[src/design/egcd_pkg.sv]
package egcd_pkg;

  localparam int DATA_W = 32;
  localparam int CNT_W  = $clog2(DATA_W);

  typedef struct packed {
    logic signed [DATA_W-1:0] value_a;
    logic signed [DATA_W-1:0] value_b;
  } egcd_in_t;

  typedef struct packed {
    logic signed [DATA_W-1:0] divisor_g;
    logic signed [DATA_W-1:0] coef_x;
    logic signed [DATA_W-1:0] coef_y;
  } egcd_out_t;

  typedef enum logic [2:0] {
    ST_IDLE,
    ST_CHECK,
    ST_DIV,
    ST_UPDATE,
    ST_DONE
  } egcd_state_t;

  // controller to datapath
  typedef struct packed {
    logic load;
    logic div_init;
    logic div_step;
    logic update;
  } egcd_cmd_t;

  // datapath to controller
  typedef struct packed {
    logic b_zero;
  } egcd_status_t;

endpackage

[src/design/extended_gcd_bezout_core.sv]
// extended euclid core: in_data carries value_a and value_b, out_data returns
// divisor_g with bezout coefficients coef_x and coef_y, a*x + b*y = g
// both channels are valid/stall: an item moves on a rising edge with valid
// high and stall low; the receiving side drives stall
// one item at a time: in_stall stays high from acceptance until the result
// has been taken, so the next item is accepted the cycle after delivery
// the divide step uses truncating division, so g carries the sign that the
// remainder recursion leaves; b equal to zero returns g = a, x = 1, y = 0
// each euclid step (at most about 46 for 32-bit operands) is one pass of a
// bit-serial restoring divider, one quotient bit per cycle, which also
// accumulates |q|*s and |q|*t, followed by an update of the operands and
// coefficients; a check for b equal to zero comes before each step
// reset returns the controller to idle and drops any item in flight
// while out_stall is high the result holds steady on out_data
module extended_gcd_bezout_core (
  input  logic                clk,
  input  logic                rst,
  input  logic                in_valid,
  output logic                in_stall,
  input  egcd_pkg::egcd_in_t  in_data,
  output logic                out_valid,
  input  logic                out_stall,
  output egcd_pkg::egcd_out_t out_data
);
  import egcd_pkg::*;

  // command and status between controller and datapath
  egcd_cmd_t    cmd;
  egcd_status_t status;

  // sequencer: check, divide, update, repeat until the second operand is zero
  egcd_ctrl u_ctrl (
    .clk       (clk),
    .rst       (rst),
    .in_valid  (in_valid),
    .out_stall (out_stall),
    .status    (status),
    .in_stall  (in_stall),
    .out_valid (out_valid),
    .cmd       (cmd)
  );

  // operands, serial divider and coefficient registers
  egcd_dp u_dp (
    .clk      (clk),
    .cmd      (cmd),
    .in_data  (in_data),
    .status   (status),
    .out_data (out_data)
  );

endmodule

[src/design/egcd_dp.sv]
module egcd_dp (
  input  logic                    clk,
  input  egcd_pkg::egcd_cmd_t     cmd,
  input  egcd_pkg::egcd_in_t      in_data,
  output egcd_pkg::egcd_status_t  status,
  output egcd_pkg::egcd_out_t     out_data
);
  import egcd_pkg::*;

  // euclid operands
  logic signed [DATA_W-1:0] op_a;
  logic signed [DATA_W-1:0] op_b;
  // restoring divider on magnitudes
  logic [DATA_W-1:0] rem;
  logic [DATA_W-1:0] dvd;
  logic [DATA_W-1:0] dsr;
  // running |q| * s and |q| * t, built msb first alongside the quotient bits
  logic [DATA_W-1:0] prod_s;
  logic [DATA_W-1:0] prod_t;
  // coefficient pairs, mod 2^DATA_W
  logic [DATA_W-1:0] old_s;
  logic [DATA_W-1:0] cur_s;
  logic [DATA_W-1:0] old_t;
  logic [DATA_W-1:0] cur_t;

  logic [DATA_W:0]   shifted;
  logic [DATA_W:0]   dsr_ext;
  logic [DATA_W:0]   diff;
  logic              qbit;
  logic [DATA_W-1:0] rem_next;
  logic [DATA_W-1:0] prod_s_next;
  logic [DATA_W-1:0] prod_t_next;
  logic              q_neg;
  logic [DATA_W-1:0] qs;
  logic [DATA_W-1:0] qt;
  logic [DATA_W-1:0] r_signed;
  logic [DATA_W-1:0] mag_a;
  logic [DATA_W-1:0] mag_b;

  always_comb begin
    mag_a = op_a[DATA_W-1] ? (DATA_W'(0) - DATA_W'(op_a)) : DATA_W'(op_a);
    mag_b = op_b[DATA_W-1] ? (DATA_W'(0) - DATA_W'(op_b)) : DATA_W'(op_b);

    shifted  = {rem, dvd[DATA_W-1]};
    dsr_ext  = {1'b0, dsr};
    qbit     = (shifted >= dsr_ext);
    diff     = shifted - dsr_ext;
    rem_next = qbit ? diff[DATA_W-1:0] : shifted[DATA_W-1:0];

    prod_s_next = {prod_s[DATA_W-2:0], 1'b0} + (qbit ? cur_s : '0);
    prod_t_next = {prod_t[DATA_W-2:0], 1'b0} + (qbit ? cur_t : '0);

    // truncated quotient sign, remainder follows the dividend
    q_neg    = op_a[DATA_W-1] ^ op_b[DATA_W-1];
    qs       = q_neg ? (DATA_W'(0) - prod_s) : prod_s;
    qt       = q_neg ? (DATA_W'(0) - prod_t) : prod_t;
    r_signed = op_a[DATA_W-1] ? (DATA_W'(0) - rem) : rem;
  end

  always_ff @(posedge clk) begin
    if (cmd.load) begin
      op_a  <= in_data.value_a;
      op_b  <= in_data.value_b;
      old_s <= DATA_W'(1);
      cur_s <= '0;
      old_t <= '0;
      cur_t <= DATA_W'(1);
    end else if (cmd.div_init) begin
      rem    <= '0;
      dvd    <= mag_a;
      dsr    <= mag_b;
      prod_s <= '0;
      prod_t <= '0;
    end else if (cmd.div_step) begin
      rem    <= rem_next;
      dvd    <= {dvd[DATA_W-2:0], 1'b0};
      prod_s <= prod_s_next;
      prod_t <= prod_t_next;
    end else if (cmd.update) begin
      op_a  <= op_b;
      op_b  <= $signed(r_signed);
      old_s <= cur_s;
      cur_s <= old_s - qs;
      old_t <= cur_t;
      cur_t <= old_t - qt;
    end
  end

  assign status.b_zero      = (op_b == '0);
  assign out_data.divisor_g = op_a;
  assign out_data.coef_x    = $signed(old_s);
  assign out_data.coef_y    = $signed(old_t);

endmodule

[src/design/egcd_ctrl.sv]
module egcd_ctrl (
  input  logic                    clk,
  input  logic                    rst,
  input  logic                    in_valid,
  input  logic                    out_stall,
  input  egcd_pkg::egcd_status_t  status,
  output logic                    in_stall,
  output logic                    out_valid,
  output egcd_pkg::egcd_cmd_t     cmd
);
  import egcd_pkg::*;

  egcd_state_t      state;
  egcd_state_t      state_next;
  logic [CNT_W-1:0] cnt;
  logic             cnt_last;

  assign cnt_last = (cnt == CNT_W'(DATA_W - 1));

  always_ff @(posedge clk) begin
    if (rst) begin
      state <= ST_IDLE;
      cnt   <= '0;
    end else begin
      state <= state_next;
      if (state == ST_DIV) begin
        cnt <= cnt_last ? '0 : cnt + CNT_W'(1);
      end else begin
        cnt <= '0;
      end
    end
  end

  always_comb begin
    state_next = state;
    case (state)
      ST_IDLE:   if (in_valid) state_next = ST_CHECK;
      ST_CHECK:  state_next = status.b_zero ? ST_DONE : ST_DIV;
      ST_DIV:    if (cnt_last) state_next = ST_UPDATE;
      ST_UPDATE: state_next = ST_CHECK;
      ST_DONE:   if (!out_stall) state_next = ST_IDLE;
      default:   state_next = ST_IDLE;
    endcase
  end

  always_comb begin
    cmd          = '0;
    in_stall     = 1'b1;
    out_valid    = 1'b0;
    case (state)
      ST_IDLE: begin
        in_stall = 1'b0;
        cmd.load = in_valid;
      end
      ST_CHECK:  cmd.div_init = !status.b_zero;
      ST_DIV:    cmd.div_step = 1'b1;
      ST_UPDATE: cmd.update   = 1'b1;
      ST_DONE:   out_valid    = 1'b1;
      default: begin
        cmd = '0;
      end
    endcase
  end

endmodule

[config.mk]
export PLATFORM = sky130hd
export DESIGN_NAME = extended_gcd_bezout_core
export DESIGN_NICKNAME = d
export VERILOG_FILES = /design/src/design/egcd_pkg.sv /design/src/design/extended_gcd_bezout_core.sv /design/src/design/egcd_dp.sv /design/src/design/egcd_ctrl.sv
export SDC_FILE = /design/constraint.sdc
export NUM_CORES = 1
export LEC_CHECK = 0
export BUFFER_PORTS_ARGS = -buffer_cell sky130_fd_sc_hd__buf_2
export CAP_MARGIN = 10
export CORE_AREA = 4 4 281 255
export CTS_CLUSTER_DIAMETER = 30
export CTS_CLUSTER_SIZE = 25
export DETAILED_ROUTE_END_ITERATION = 8
export DIE_AREA = 0 0 285 259
export GPL_TIMING_DRIVEN = 0
export SLEW_MARGIN = 10
export SYNTH_ARGS = -nofsm -noshare
export SYNTH_HDL_FRONTEND = slang
export SYNTH_SLANG_ARGS = --single-unit
[constraint.sdc]
create_clock -name clk -period 15.2 [get_ports clk]
set_clock_uncertainty 0.05 [all_clocks]
set_input_delay 3.04 -clock clk [delete_from_list [all_inputs] [get_ports clk]]
set_output_delay 3.04 -clock clk [all_outputs]
set_load 0.05 [all_outputs]
**After elaboration in Yosys (flattened, before gate mapping)**

Index checks and enable logic that the tools add are counted.

- Register bits after elaboration: 360
- Bits in latches: 0
- RAM bits: 0
- Bits in read-only memories: 0
- Input bits: 68
- Output and inout bits: 98
- Word-level logic and storage cells: 84
- Memories kept: 0

- $add $sub $neg: 11
- $mul: 0
- Div/mod/pow operators: 0
- Magnitude comparators: 1
- Equality and inequality tests: 10
- Shifts and indexed selects: 0
- Muxes and demuxes: 32
- Bitwise operators: 5
- Reduce and logical (&&, ||, !) cells: 11

Operators by type and width:

| kind | count |
|---|---|
| $mux 32 | 20 |
| $sub 1x32->32 const A | 5 |
| $sub 32x32->32 | 3 |
| $add 32x32->32 | 2 |
| $ge 33x32->1 | 1 |
| $logic_not 32->1 | 1 |
| $mux 31 | 1 |
| $pmux 3 s5 | 1 |
| $mux 3 | 4 |
| $reduce_and 3->1 | 3 |
| $eq 3x2->1 const B | 2 |
| $mux 1 | 6 |
| $ne 2x1->1 const B | 3 |
| $add 5x1->5 const B | 1 |
| $eq 5x5->1 const B | 1 |
| $ne 2x2->1 const B | 2 |
| $not 1->1 | 4 |
| $reduce_and 2->1 | 2 |
| $reduce_bool 2->1 | 2 |
| $eq 3x1->1 const B | 1 |
| $eq 3x3->1 const B | 1 |
| $logic_not 3->1 | 1 |
| $reduce_or 3->1 | 1 |
| $logic_not 1->1 | 1 |
| $xor 1x1->1 | 1 |

**Longest topological paths before layout**

Gate-level depths: netlist of run 1.

- Depth in word-level cells: 6
- Depth in mapped cells: 23
- Mapped depth without buffers: 20

**Modules after synthesis**

Synthesis of run 1 repeated with hierarchy kept, for this count alone.

- Cells, all modules: 2739
- Area total of the unflattened synthesis: 24415.9 um2

By module, submodules not included:

| module | instances | cells an instance | area each (um2) | sequential area each (um2) |
|---|---|---|---|---|
| egcd_dp | 1 | 2696 | 24015.5 | 9288.9 |
| egcd_ctrl | 1 | 43 | 400.4 | 160.2 |

**Worst setup path after synthesis of run 1**

Ideal clock, no wire load.

- Path type: register -> register
- From: register u_dp.op_b[0]
- To: register u_dp.dvd[0], enable pin
- Library setup time: 0.658 ns
- Arrival time: 7.782 ns
- Data required time: 14.492 ns
- Path slack: 6.710 ns
- Cell stages (with the launch flop): 11
- Buffers on the path: 0
- Period minus slack after synthesis: 8.490 ns
- Path through: edfxtp_1 inv_1 ha_1 or3b_2 nor3_1 nand3_1 nor4_1 nand3_1 nor2_1 or3b_2 a21oi_1

- Cells in the longest elaborated chain, start to end: 5

Ends and longest elaborated chain:

| what | line | RTL |
|---|---|---|
| start, declared | egcd_dp.sv:12 | `logic signed [DATA_W-1:0] op_b;` |
| start signal, assigned | egcd_dp.sv:63 | `op_b <= in_data.value_b;` |
| start signal, assigned | egcd_dp.sv:81 | `op_b <= $signed(r_signed);` |
| $logic_not 32->1 | egcd_dp.sv:89 | `assign status.b_zero = (op_b == '0);` |
| $logic_not 1->1 | egcd_ctrl.sv:55 | `ST_CHECK: cmd.div_init = !status.b_zero;` |
| $mux 1 | egcd_ctrl.sv:50 | `case (state)` |
| $reduce_bool 2->1 (no source line) | - |  |
| $reduce_and 2->1 (no source line) | - |  |
| end signal, assigned | egcd_dp.sv:70 | `dvd <= mag_a;` |
| end signal, assigned | egcd_dp.sv:76 | `dvd <= {dvd[DATA_W-2:0], 1'b0};` |
| end, declared | egcd_dp.sv:15 | `logic [DATA_W-1:0] dvd;` |

Every way passes these cells.
A chain may end at the register's enable or synchronous reset.

**Final worst setup path of run 1**

- From: register u_dp.rem[5]
- To: register u_dp.prod_s[31] (data pin)

- Cells in the longest elaborated chain, start to end: 4

Ends and longest elaborated chain:

| what | line | RTL |
|---|---|---|
| start, declared | egcd_dp.sv:14 | `logic [DATA_W-1:0] rem;` |
| start signal, assigned | egcd_dp.sv:75 | `rem <= rem_next;` |
| $ge 33x32->1 | egcd_dp.sv:46 | `qbit = (shifted >= dsr_ext);` |
| $mux 32 | egcd_dp.sv:50 | `prod_s_next = {prod_s[DATA_W-2:0], 1'b0} + (qbit ? cur_s : '0);` |
| $add 32x32->32 | egcd_dp.sv:50 |  |
| $mux 32 | egcd_dp.sv:74 | `end else if (cmd.div_step) begin` |
| end signal, assigned | egcd_dp.sv:77 | `prod_s <= prod_s_next;` |
| end, declared | egcd_dp.sv:18 | `logic [DATA_W-1:0] prod_s;` |

Every way passes these cells. The select of a mux whose other input is x is not followed.

==> results of run 1 <==
==> through the flow <==
step / power, mW / cells / instance area, um^2
2_1_floorplan: 2.243 / 2613 / 23870
3_3_place_gp: 2.600 / 3708 / 25860
3_5_place_dp: 2.605 / 3717 / 26080
4_1_cts: 4.774 / 3904 / 29590
5_1_grt: 4.996 / 3904 / 29590
6_report: 4.761 / 3905 / 29590
==> sequential cells by signal, summed over array words and instances (netlist names) <==
| signal | flops |
|---|---|
| u_dp.op_b | 32 |
| u_dp.cur_s | 32 |
| u_dp.prod_t | 32 |
| u_dp.rem | 32 |
| u_dp.op_a | 32 |
| u_dp.prod_s | 32 |
| u_ctrl.state | 3 |
| u_ctrl.cnt | 5 |
| u_dp.old_s | 32 |
| u_dp.cur_t | 32 |
| u_dp.dsr | 32 |
| u_dp.dvd | 32 |
| u_dp.old_t | 32 |
==> cell type report <==
type / instances / area (um^2)
Antenna cell: 1 / 2.502
Buffer: 101 / 387.9
Clock buffer: 138 / 2993
Clock inverter: 49 / 513.0
Fill cell: 6670 / 38840
Inverter: 86 / 325.3
Multi-Input combinational cell: 2066 / 13730
Sequential cell: 360 / 9449
Tap cell: 930 / 1164
Timing Repair Buffer: 174 / 1028
==> per-layer routing <==
metal,wire length [um],GRT usage (%),up-vias,part of all wire [%]
met5,34,0,-,0.044
met4,1701,6.030,6,2.2
met3,5668,5.057,128,7.4
met2,33840,31.62,646,44
met1,35660,28.01,9968,46
li1,-,-,10100,-
==> critical path: stages, from the launching register on <==
cell and delay, ns:
edfxtp_1 0.49, ha_1 0.32, clkbuf_1 0.26, o211ai_1 0.19, a2111oi_0 0.73, o21ai_0 0.36, o311ai_2 0.51, a21oi_1 0.13
o21ai_1 0.63, clkbuf_1 0.43, clkbuf_1 0.74, and2_1 0.23, ha_1 0.19, fa_1 0.24, a21o_1 0.17, a221oi_1 0.14
o21a_1 0.24, o31ai_1 0.56, a311oi_1 0.29, o21bai_1 0.19, a21oi_1 0.09, xor3_1 0.17, and2_1 0.17
==> cell usage in the layout, fill, tap and decap left out, types with 11 or more instances in the layout <==
master       n
clkbuf_16  114
o21bai_1    20
dfxtp_1    136
inv_1       84
nor2_1     186
o211ai_1    11
a21o_1      68
a22o_1      67
or2_2       11
nand2b_1    34
nor3_1      41
mux2i_1     24
a211oi_1    29
o31ai_1     47
and3_1      26
nand4_1     18
a31oi_1     18
nand3_1     35
buf_2      169
ha_1       161
clkinv_2    16
or3_1       26
nand2_1    337
a21oi_1    143
nor4_1      13
and2_1      75
edfxtp_1   224
xnor2_1    130
xor2_1     152
o21ai_0    221
nor2b_1     19
o41ai_1     18
o21a_1      15
clkbuf_1   108
==> kinds of logic (layout without fill, tap and decap cells) <==
group,count (synthesis),count (layout),synth area share [%]
other cells,0,1,0
buf+inv,187,548,2.972
compound gates,725,725,19.72
mux,26,26,1.101
xor+xnor,283,283,10.45
simple gates,866,866,17.31
fa+ha+maj,166,166,8.860
flops,360,360,39.59
==> where the power goes <==
part / switching (mW) / internal (mW) / total, mW
Clock: 0.648 / 1.50 / 2.15
Combinational: 0.803 / 0.482 / 1.28
Sequential: 0.118 / 1.21 / 1.33
Total: 1.57 / 3.19 / 4.76
==> worst max path at each step <==
stage / startpoint / to / slack (ns) / cells after the start
after floorplan: u_dp.op_b[0]$_DFFE_PP_ / u_dp.dvd[0]$_SDFFCE_PN0P_ / 6.71 / 10
after global placement: u_dp.op_b[0]$_DFFE_PP_ / u_dp.dvd[17]$_DFFE_PP_ / 2.33 / 10
after detailed placement: u_dp.rem[5]$_SDFFCE_PP0P_ / u_dp.prod_s[31]$_SDFFCE_PP0P_ / 7.55 / 22
after CTS: u_dp.rem[5]$_SDFFCE_PP0P_ / u_dp.prod_s[31]$_SDFFCE_PP0P_ / 7.54 / 22
after global routing: u_dp.rem[5]$_SDFFCE_PP0P_ / u_dp.prod_s[31]$_SDFFCE_PP0P_ / 6.90 / 22
final: u_dp.rem[5]$_SDFFCE_PP0P_ / u_dp.prod_s[31]$_SDFFCE_PP0P_ / 7.40 / 22
==> impl_metrics.py, run 1 <==
metrics = {
    "clocking": {
        "clock_latency_ns": 0.64,
        "cts_root_buf": "clkbuf_16",
        "ctsHoldBuffers": 0,
        "post_cts_resized": 0,
        "cts-buffers-inserted": 99,
        "cts_num_sinks": 360,
        "cts_tree": "built",
        "clk_path_buf_depth": 3,
        "clk_pin_slew_worst_paths_ns": 0.05,
        "cts_setup_buffers": 0,
        "h-tree-depth": 3,
    },
    "cells_and_area": {
        "area_delta_synth_final_pct": 23.97,
        "final_nets": 3122,
        "layout-drive-gt1-share_pct": 12.91,
        "post-route-util_pct": 43.24,
    },
    "global_routing": {
        "grt_first_pass_wirelength_um": 118600,
        "grt_pass1_vias": 20320,
        "antenna_found_initial": 5,
        "overflow": 0,
        "grt_max_degree": 62,
        "grt_use_total_pct": 20.32,
    },
    "synth": {
        "syn_avg_cell_area_um2": 9.134,
        "syn_nets": 2847,
        "syn-instance-count": 2613,
        "yosysTopAreaCell": "edfxtp_1",
        "ys_top_cells_by_count": "337 x nand2_1, 224 x edfxtp_1, 221 x o21ai_0",
        "synth_top_area_share_pct": 28.18,
        "synthDistinctLibCells": 79,
        "synth.area.top_cells": "edfxtp_1 28%, dfxtp_1 11%, ha_1 8.4%",
        "yosys_warnings": 0,
        "async_flop_share_pct": 0,
        "ys_ff_latch": 360,
        "ys.flop_type": "edfxtp_1",
        "synth-edff-count": 224,
        "yosysMostFrequentCell": "nand2_1",
        "ys_seq_area_share_pct": 39.59,
        "synthesis.area_um2": 23870,
    },
    "worst_setup_path": {
        "cp-end-kind": "register",
        "r2r_slack_ns": 7.40,
        "crit_path_max_fanout": 10,
        "r2r-end": "u_dp.prod_s[31]$_SDFFCE_PP0P_",
        "start_kind": "register",
        "r2r-start": "u_dp.rem[5]$_SDFFCE_PP0P_",
        "cp.arrival_ns": 8.12,
        "required_ns": 15.53,
        "path_class": "reg -> reg",
        "r2r.worst_path.cells": 22,
    },
    "pwr": {
        "leakage_nw": 12.45,
        "irDropWorstVdd_mv": 0.08496,
        "cellPowerDensity_nw_per_um2": 160.9,
    },
    "floorplanning": {
        "rows": 91,
        "fp.dieW_um": 285,
        "ioPinCount": 166,
        "initial_core_util_pct": 34.88,
        "core-area_um2": 68430,
        "die_h_um": 259,
        "dieArea_um2": 73820,
    },
    "worst_hold_path": {
        "min_from": "u_ctrl.cnt[0]$_SDFF_PP0_",
        "min_path_cells": 1,
        "whs_endpoint": "u_ctrl.cnt[0]$_SDFF_PP0_",
        "hp-class": "reg -> reg",
    },
    "routing": {
        "vias": 20850,
        "routedWlPerCell_um": 19.69,
        "drt_iter0_markers": 1604,
        "drt_wl_total_um": 76900,
        "detail-route-antenna-nets": 0,
        "via_per_inst": 5.338,
        "dr.pass1.iters": 5,
        "drc": 0,
    },
    "timing": {
        "whs_ns": 0.3973,
        "min_period_ns": 7.795,
        "setup_viol_count_final": 0,
        "slew_violations": 0,
        "post-route-period-util_pct": 51.29,
        "fmax_mhz": 128.3,
        "final.setup.tns_ns": 0,
        "layout_setup_ws_ns": 7.405,
        "worst-slew-pin-transition_ns": 1.222,
        "rsz0062_at_grt": "false",
        "hold_violations": 0,
        "relSlewSlack_pct": 18.54,
    },
    "outcome": {
        "outcome": "finished, final reports clean",
    },
    "place": {
        "routabilityCongestion": 0.8970,
        "portBuffers": 165,
        "dp_slack_ns": 7.552,
        "dpl.hpwl_um": 57530,
    },
    "flow_run": {
        "maxCapViolCount": 0,
    },
}
No activity file was read; power rests on OpenSTA's default activity.
==> inputs of run 2 (changes only) <==
- clock period: 15.2 -> 7.2 ns (I/O delays scaled with it)
==> impl_metrics.py, run 2 (synthesis gave the netlist of run 1 again) <==
metrics = {
    "routing": {
        "drt_iter0_markers": 1718,
        "drc": 0,
        "via_per_inst": 5.325,
        "vias": 20760,
        "dr.pass1.iters": 7,
        "detail-route-antenna-nets": 0,
        "drt_wl_total_um": 76830,
        "routedWlPerCell_um": 19.70,
    },
    "place": {
        "routabilityCongestion": 0.8942,
        "dp_cells": 3718,
        "placed_area_um2": 26110,
        "dpl.hpwl_um": 57730,
        "portBuffers": 165,
    },
    "floorplanning": {
        "ioPinCount": 166,
        "rows": 91,
        "core-area_um2": 68430,
        "dieArea_um2": 73820,
        "die_h_um": 259,
        "fp.dieW_um": 285,
        "initial_core_util_pct": 34.88,
    },
    "timing": {
        "relSlewSlack_pct": 25.84,
        "post-route-period-util_pct": 96.58,
        "setup_viol_count_final": 0,
        "worst-slew-pin-transition_ns": 1.112,
        "slew_violations": 0,
        "fmax_mhz": 143.8,
        "rsz0062_at_grt": "true",
        "hold_violations": 0,
        "min_period_ns": 6.954,
    },
    "pwr": {
        "p_seq_share_pct": 28.3,
        "combPwrFrac_pct": 27.4,
        "intPower_mw": 6.598,
        "cellPowerDensity_nw_per_um2": 336.2,
        "power_switching_mw": 3.323,
        "irDropWorstVdd_mv": 0.1968,
        "clockPowerShare_pct": 44.3,
        "total_power_mw": 9.921,
        "swShare_pct": 33.50,
        "leakage_nw": 12.39,
    },
    "worst_hold_path": {
        "hp-class": "reg -> reg",
    },
    "cells_and_area": {
        "final_common_cell": "nand2_1",
        "final_cell_area_um2": 29510,
        "fin_cells": 3899,
        "final_nets": 3121,
        "seq_area_um2": 9449,
        "fillCellCount": 6683,
        "area_delta_synth_final_pct": 23.64,
        "multi_input_comb_area_um2": 13740,
        "layout-drive-gt1-share_pct": 12.74,
        "layout_common_cells": "337 x nand2_1, 224 x edfxtp_1, 221 x o21ai_0, 186 x nor2_1, 169 x buf_2",
    },
    "clocking": {
        "cts_tree": "built",
        "cts-buffers-inserted": 97,
        "ctsHoldBuffers": 0,
        "h-tree-depth": 3,
        "cts_root_buf": "clkbuf_16",
        "clk_path_buf_depth": 3,
        "cts_num_sinks": 360,
        "clock_latency_ns": 0.65,
        "clk_pin_slew_worst_paths_ns": 0.04,
    },
    "worst_setup_path": {
        "cp-end-kind": "register",
        "start_kind": "register",
        "required_ns": 7.54,
        "r2r_slack_ns": 0.25,
        "cp.arrival_ns": 7.30,
        "path_class": "reg -> reg",
        "crit_path_max_fanout": 10,
    },
    "global_routing": {
        "grt_pass1_vias": 20190,
        "grt_first_pass_wirelength_um": 117100,
        "antenna_found_initial": 4,
        "grt_max_degree": 63,
        "grt_use_total_pct": 20.24,
        "overflow": 0,
    },
    "outcome": {
        "outcome": "finished, final reports clean",
    },
    "flow_run": {
        "maxCapViolCount": 0,
    },
}
==> run 2: changes by cell type in the layout (fill, tap and decap cells not counted), moves of 2 or more <==
cell,previous run,this run
clkbuf_16,114,100
inv_6,2,0
clkinv_2,16,13
bufinv_16,8,11
clkbuf_1,108,101
clkbuf_8,5,10
clkbuf_2,1,3
clkinv_4,3,0
clkinvlp_4,10,8
a2111oi_0,5,3
clkinv_1,5,15
clkinv_16,0,3
==> run 2: metrics by stage <==
step | setup WS, ns | hold WS (ns) | TNS (ns) | utilization, %
6_report | 0.2464 | 0.4017 | 0 | 43.12
4_1_cts | 0.003045 | 0.3968 | 0 | 43.10
3_3_place_gp | -1.511 | 0.3873 | -196.00 | 37.79
3_5_place_dp | -0.5984 | 0.3912 | -3.523 | 38.15
2_1_floorplan | 1.333 | 0.3676 | 0 | -
5_1_grt | -0.03378 | 0.4320 | -0.05645 | 43.12
==> run 2: what timing repair did <==
item	in CTS	in global routing
resized for setup	3	5
buffers inserted	0	0
setup endpoints to repair	15	11
==> run 2: power groups by stage <==
| stage | sequential (mW) | combinational (mW) | clock [mW] |
|---|---|---|---|
| finish | 2.80 | 2.72 | 4.40 |
| global route | 2.83 | 3.00 | 4.56 |
| CTS | 2.80 | 2.70 | 4.45 |
| detailed placement | 2.83 | 2.68 | 0 |
| global placement | 2.85 | 2.63 | 0 |
| floorplan | 2.85 | 1.88 | 0 |
==> run 2: path summary, 6_finish.rpt <==
kind / cells past startpoint / to / startpoint
max: 21 / u_dp.prod_s[31]$_SDFFCE_PP0P_ / u_dp.rem[5]$_SDFFCE_PP0P_
min: 1 / u_ctrl.cnt[0]$_SDFF_PP0_ / u_ctrl.cnt[0]$_SDFF_PP0_
max reg2reg: 21 / u_dp.prod_s[31]$_SDFFCE_PP0P_ / u_dp.rem[5]$_SDFFCE_PP0P_
min reg2reg: 1 / u_ctrl.cnt[0]$_SDFF_PP0_ / u_ctrl.cnt[0]$_SDFF_PP0_
==> run 2: layer usage <==
metal | track usage, % | routed length, um | vias up
met5 | 0 | 7 | -
met2 | 31.43 | 33590 | 631
met3 | 4.372 | 5263 | 126
met1 | 27.75 | 35640 | 9915
li1 | - | - | 10090
met4 | 7.527 | 2328 | 2
==> run 2: area by class of cell <==
| type | instances | area share, % |
|---|---|---|
| buffer | 101 | 1.323 |
| sequential | 360 | 32.02 |
| clock inverter | 56 | 2.328 |
| tap | 930 | 3.943 |
| timing repair buffer | 175 | 3.579 |
| clock buffer | 124 | 9.125 |
| multi-input combinational | 2066 | 46.57 |
| inverter | 86 | 1.102 |
| antenna | 1 | 0.008480 |
==> run 2: critical path: stages, from the launching register on <==
cell and delay [ns]:
edfxtp_1 0.49, ha_1 0.32, clkbuf_1 0.27, o211ai_1 0.23, a2111oi_2 0.48, o21ai_0 0.28
o311ai_2 0.49, a21oi_1 0.17, o21ai_2 0.39, buf_2 0.43, clkbuf_1 0.44, and2_1 0.24
ha_1 0.29, a21o_1 0.22, a221o_1 0.34, a21oi_1 0.28, o31ai_2 0.20, a311oi_1 0.40
o21bai_1 0.11, a21oi_1 0.20, xor3_1 0.25, and2_1 0.18
